<file path="src/rtl/core/ldl_pkg.sv">
// ---------------------------------------------------------------------------
// ldl_pkg
// Shared types, constants and fixed-point helpers for the LPC solver.
// ---------------------------------------------------------------------------
package ldl_pkg;

  localparam int MaxOrderDef = 32;
  localparam int OrderW      = 6;
  localparam int LagW        = 32;
  localparam int PosW        = 5;
  localparam int ErrW        = 31;
  localparam logic [OrderW-1:0] OrderReset = 6'd16;
  localparam logic [31:0] RegOrder = 32'd0;

  typedef enum logic [3:0] {
    ST_LOAD,
    ST_INIT,
    ST_ACC,
    ST_DIV,
    ST_SNAP,
    ST_UPD,
    ST_ERR1,
    ST_ERR2,
    ST_OUT
  } ldl_state_t;

  // commands from controller to datapath
  typedef struct packed {
    logic init;       // err <= r0, stage = 1
    logic acc_clr;    // j = 0, first step loads acc <= r[i]<<25
    logic acc_step;   // acc += a[j-1]*r[i-j]
    logic div_start;
    logic snap_step;  // snap[j-1] <= a[j-1]
    logic upd_first;  // a[i-1] <= round(k/32), j = 1
    logic upd_step;
    logic err1;       // f
    logic err2;       // err update, stage++
    logic out_clr;    // output index = 0
    logic out_step;
  } ldl_cmd_t;

  // status back to controller
  typedef struct packed {
    logic j_done;     // j reached stage
    logic div_done;
    logic stage_done; // stage reached p
    logic out_done;   // emitting last result
    logic zero;
  } ldl_sts_t;

  // floor((v + 2^(s-1)) / 2^s) on a 128-bit signed value
  function automatic logic signed [127:0] rnd_shift(input logic signed [127:0] v,
                                                    input int unsigned s);
    logic signed [127:0] u;
    u = v + (128'sd1 <<< (s - 1));
    return u >>> s;
  endfunction

  function automatic logic signed [31:0] sat32(input logic signed [127:0] v);
    if (v > 128'sd2147483647) return 32'sh7fffffff;
    if (v < -128'sd2147483648) return 32'sh80000000;
    return v[31:0];
  endfunction

endpackage

</file>
<file path="src/rtl/core/ldl_control.sv">
// ---------------------------------------------------------------------------
// ldl_control
// Sequencer: lag loading, stage loop and result emission.
// ---------------------------------------------------------------------------
module ldl_control (
  input  logic              clk,
  input  logic              rst,
  input  logic              start,
  input  ldl_pkg::ldl_sts_t sts,
  output ldl_pkg::ldl_cmd_t cmd,
  output logic              busy,
  output logic              out_valid,
  output logic              out_last
);
  import ldl_pkg::*;
  ldl_state_t state, state_next;
  logic load_done;

  always_ff @(posedge clk) begin
    if (rst) state <= ST_LOAD;
    else     state <= state_next;
  end

  always_comb begin
    state_next = state;
    cmd = '0;
    unique case (state)
      ST_LOAD: if (load_done) begin
        state_next = ST_INIT;
      end
      ST_INIT: begin
        cmd.init = 1'b1;
        state_next = ST_OUT;
        if (!sts.zero) state_next = ST_ACC;
        cmd.acc_clr = 1'b1;
        cmd.out_clr = sts.zero;
      end
      ST_ACC: begin
        if (sts.j_done) begin
          cmd.div_start = 1'b1;
          state_next = ST_DIV;
        end else cmd.acc_step = 1'b1;
      end
      ST_DIV: if (sts.div_done) state_next = ST_SNAP;
      ST_SNAP: begin
        if (sts.j_done) begin
          cmd.upd_first = 1'b1;
          state_next = ST_UPD;
        end else cmd.snap_step = 1'b1;
      end
      ST_UPD: begin
        if (sts.j_done) state_next = ST_ERR1;
        else cmd.upd_step = 1'b1;
      end
      ST_ERR1: begin
        cmd.err1 = 1'b1;
        state_next = ST_ERR2;
      end
      ST_ERR2: begin
        cmd.err2 = 1'b1;
        if (sts.stage_done) begin
          cmd.out_clr = 1'b1;
          state_next = ST_OUT;
        end else begin
          cmd.acc_clr = 1'b1;
          state_next = ST_ACC;
        end
      end
      ST_OUT: begin
        cmd.out_step = 1'b1;
        if (sts.out_done) state_next = ST_LOAD;
      end
      default: state_next = ST_LOAD;
    endcase
  end

  always_ff @(posedge clk) begin
    if (rst) begin
      out_valid <= 1'b0; out_last <= 1'b0;
    end else begin
      out_valid <= cmd.out_step;
      out_last  <= cmd.out_step && sts.out_done;
    end
  end

  assign busy = (state != ST_LOAD) || load_done;
  assign load_done = (state == ST_LOAD) && start;
endmodule

</file>
<file path="config.mk">
export PLATFORM = sky130hd
export DESIGN_NAME = ldl_control
export DESIGN_NICKNAME = d
export VERILOG_FILES = /design/src/rtl/core/ldl_pkg.sv /design/src/rtl/core/ldl_control.sv
export SDC_FILE = /design/constraint.sdc
export NUM_CORES = 1
export LEC_CHECK = 0
export ABC_CLOCK_PERIOD_IN_PS = 1500
export BUFFER_PORTS_ARGS = -buffer_cell sky130_fd_sc_hd__buf_2
export CAP_MARGIN = 5
export CORE_AREA = 2 2 39 41
export DETAILED_ROUTE_END_ITERATION = 10
export DIE_AREA = 0 0 41 43
export PLACE_DENSITY = 0.61
export SLEW_MARGIN = 30
export SYNTH_ARGS = -nofsm -noshare
export SYNTH_HDL_FRONTEND = slang
export SYNTH_SLANG_ARGS = --single-unit
</file>
<file path="constraint.sdc">
create_clock -name clk -period 1.5 [get_ports clk]
set_clock_uncertainty 0.05 [all_clocks]
set_input_delay 0.075 -clock clk [delete_from_list [all_inputs] [get_ports clk]]
set_output_delay 0.075 -clock clk [all_outputs]
set_load 0.01 [all_outputs]
</file>
After elaboration in Yosys (flattened, before gate mapping)
Cells that the tools add are included.

storage, ports and cells
  bits in registers = 6
  bits of input ports = 8
  output and inout port bits = 14
  logic and storage cells = 45

operators by class
  equal/unequal tests = 14
  mux-type cells = 22
  reductions and logical operators = 6

operator list
  kind                  count
  $pmux W4 S9           1
  $mux W4               8
  $eq A4 B3 Y1 const B  4
  $ne A2 B2 Y1 const B  6
  $mux W1               9
  $eq A4 B2 Y1 const B  2
  $reduce_and A6 Y1     1
  $eq A4 B1 Y1 const B  1
  $eq A4 B4 Y1 const B  1
  $logic_not A4 Y1      1
  $mux W2               2
  $pmux W1 S2           2
  $reduce_bool A4 Y1    1
  $logic_and A1 B1 Y1   2
  $logic_or A1 B1 Y1    1

Depth between registers and ports, before layout
  depth in word-level cells = 4
  mapped depth = 6
  gate-level depth less buffers = 4

Worst setup path after synthesis
No wires, ideal clock.

  kind = flip-flop to flip-flop
  start = register state[0]
  end = register state[1]
  arrival time = 1.172 ns
  path slack = 0.198 ns
  stages on the path, launching flop included = 6
  path buffers = 1
  path through = dfxtp_1 buf_6 or2_4 nor3_4 a31oi_1 a211oi_2

between the ends
  longest elaborated chain between the ends = 4
  elaborated cells between the ends (all ways) = 18
  those cells by class = 14 x eq/ne; 1 x mux; 3 x reduce/logical

RTL lines
  item                                RTL line                              RTL
  start: declaration                  ldl_control.sv:16                     ldl_state_t state, state_next;
  start signal: assignment            ldl_control.sv:21                     else state <= state_next;
  $logic_not A4 Y1                    ldl_control.sv:27, ldl_control.sv:87
  $logic_and A1 B1 Y1                 ldl_control.sv:87                     assign load_done = (state == ST_LOAD) && start;
  $ne A2 B2 Y1 (no source line)       n/a
  $reduce_and A6 Y1 (no source line)  n/a

Parallel ways exist; a longest one is shown, timed or not.
A chain may end at the register's enable or synchronous reset.

==> qor.yml <==
max_stage_delay_ps: 360
dp_slack_ps: 68.02
synth-async-reset-ratio: 0
overflow: 0
drv_cap: 0
cts_buffers: 3
tightest_slew_ps: 337.9
synth_ff_type: "dfxtp_1"
synth_cell_types: 27
antenna_found_initial: 0
die_h_um: 43
crit_type: "register to output pin"
synth_seq_cells: 6
p_per_area_nw_per_um2: 1058
synth_xor_area_frac: 0
rsz0062_at_grt: "true"
grt_max_degree: 15
gp_congestion: 0.7830
netlist_area_um2: 479.2
fin_crit_sh: 0.9631
cts_sinks: 6
worstHoldStart: "rst"
grt_pass1_vias: 388
cp-endpoint: "cmd[6]"
finalHoldViolations: 0
endpoint_kind: "output pin"
crit_cells: 4
antenna_cells: 0
fillers: 144
final_nets: 96
r2r_slack_ps: 140
cts_tree: "built"
synth_edf_count: 0
die-area_um2: 1763
cp.required_ps: 1370
dp_hpwl_um: 828.6
drc: 0
synth_simple_gate_area_share: 0.4491
drt-total-wl_um: 1071
min_delay_path_depth: 2
startpoint: "state[1]$_SDFFE_PP0P_"
cts_buffer_depth: 2
min_period_ps: 1445
die_x_um: 41
core_um2: 1384
clk-insertion-delay-late_ps: 240
leakage_uw: 0.0003083
cp_data_arrival_time_ps: 1320
fin_ws_ps: 55.39
pin_count: 22
hold_ws_ps: 11.30
hp-class: "input pin to register"
slew_headroom: 0.7716
ant_nets: 0
ir_drop_uv: 423.6
routed_via_density: 4.912
synth_top_family_by_area: "simple AND/OR/NAND/NOR gates"
worstRegToRegCells: 4
num_vias: 501
critPathTopFamily: "simple AND/OR/NAND/NOR gates"
r2r_end: "state[3]$_SDFFE_PP0P_"
synth_mux_area_frac: 0.04178
drt_first_pass_iters: 4
portBuffers: 21
area_growth_pct: 40.47
post_drt_wl_per_cell_um: 10.50
rows: 14
final_cell_count_no_fill: 102
rr_startpoint: "state[3]$_SDFFE_PP0P_"
ys_seq_area_frac: 0.2507
cp-start-kind: "register"
drive_above_1_share: 0.5000
worstPathCellList: "buf_12 > or3_4 > nor2_2 > buf_2"
syn-num-nets: 70
synth_compound_area_frac: 0.1540
track_usage: 0.1266
start_util: 0.3463
setup_viol: 0
cp_num_buf_inv: 2
avgSynthCellArea_um2: 7.729
slew_viol_final: 0
status: "completed"
drt_iter0_markers: 9
htreeDepth: 1
synthCells: 62
yosys_warnings: 0
cts.clk_slew.worst_paths_ps: 40
slowest_stage: "dfxtp_4"
clock-root-buffer: "clkbuf_4"
path_max_fanout: 6
max_freq_mhz: 692.2
grt_pass1_wl_um: 1538
finalPower_uw: 712.2
synthAdderAreaFrac: 0
dp.cells: 96
## cell usage after synthesis, drive strengths merged, types with 3 or more instances
library cell	number	area (µm²)
nor3	4	31.28
buf	5	42.53
a211oi	3	27.52
a21oi	3	15.01
nand2	5	18.77
nor2	15	58.81
dfxtp	6	120.1
## cells by family after synthesis
logic type / count (synthesis)
buffers and inverters: 7
DFF: 6
muxes: 2
AOI/OAI and AO/OA: 10
and+or+nand+nor: 37
## per-layer routing
| metal | GRT usage | part of all wire | up-vias |
|---|---|---|---|
| li1 | - | - | 266 |
| met1 | 0.1710 | 0.48 | 225 |
| met2 | 0.1813 | 0.48 | 10 |
| met3 | 0.06283 | 0.045 | 0 |
| met4 | 0.02000 | 0 | 0 |
| met5 | 0 | 0 | - |
## worst min-delay path by stage
| stage | slack (ps) | to |
|---|---|---|
| floorplan | 90 | state[1]$_SDFFE_PP0P_ |
| global placement | 260 | out_last$_SDFF_PP0_ |
| detailed placement | 270 | state[1]$_SDFFE_PP0P_ |
| CTS | 20 | state[1]$_SDFFE_PP0P_ |
| global route | 8 | state[1]$_SDFFE_PP0P_ |
| finish | 10 | state[1]$_SDFFE_PP0P_ |
## layout by cell type (no fill, tap or decap), types with 2 or more instances in the layout
cell / synthesis / routed
nor2_2: 1 / 2
nor2b_1: 2 / 2
nor4b_2: 2 / 2
a211oi_1: 2 / 2
buf_2: 1 / 21
nand2_1: 5 / 5
mux2i_1: 2 / 2
nand2b_1: 2 / 2
nor3_1: 3 / 3
nor2_1: 14 / 13
dfxtp_4: 0 / 2
dfxtp_1: 6 / 3
a21oi_1: 3 / 3
clkbuf_4: 0 / 3
buf_4: 2 / 3
## stage by stage
stage               cell area (µm²)  utilization  setup TNS [ps]
floorplan                     479.2            -               0
global placement              589.3       0.4259               0
detailed placement            589.3       0.4259               0
CTS                           613.1       0.4430               0
global route                  673.1       0.4864          -11.40
finish                        673.1       0.4864               0
## registers in the layout (all words and copies together), names as in the netlist
name and cells:
out_valid 1, state 4, out_last 1
## power breakdown
part           switching (µW)  internal [µW]
clock network            50.3           90.0
registers                41.6            183
logic                     164            183
## timing repair
item | 4_1_cts | 5_1_grt
resized for setup | 1 | 8
hold buffers | 0 | 0
buffers inserted | 0 | 2
setup endpoints to repair | 2 | 9
pin swaps | 0 | 2
cloned | 0 | 1
## final cells by class
| cell class | instances | area [µm²] | area share |
|---|---|---|---|
| well taps | 16 | 20.02 | 0.02974 |
| clock buffers | 3 | 22.52 | 0.03346 |
| flip-flops and latches | 6 | 128.9 | 0.1915 |
| inverters | 2 | 7.507 | 0.01115 |
| multi-input cells | 49 | 321.6 | 0.4777 |
| repair buffers | 26 | 172.7 | 0.2565 |
Power figures use the tool's default switching activity.
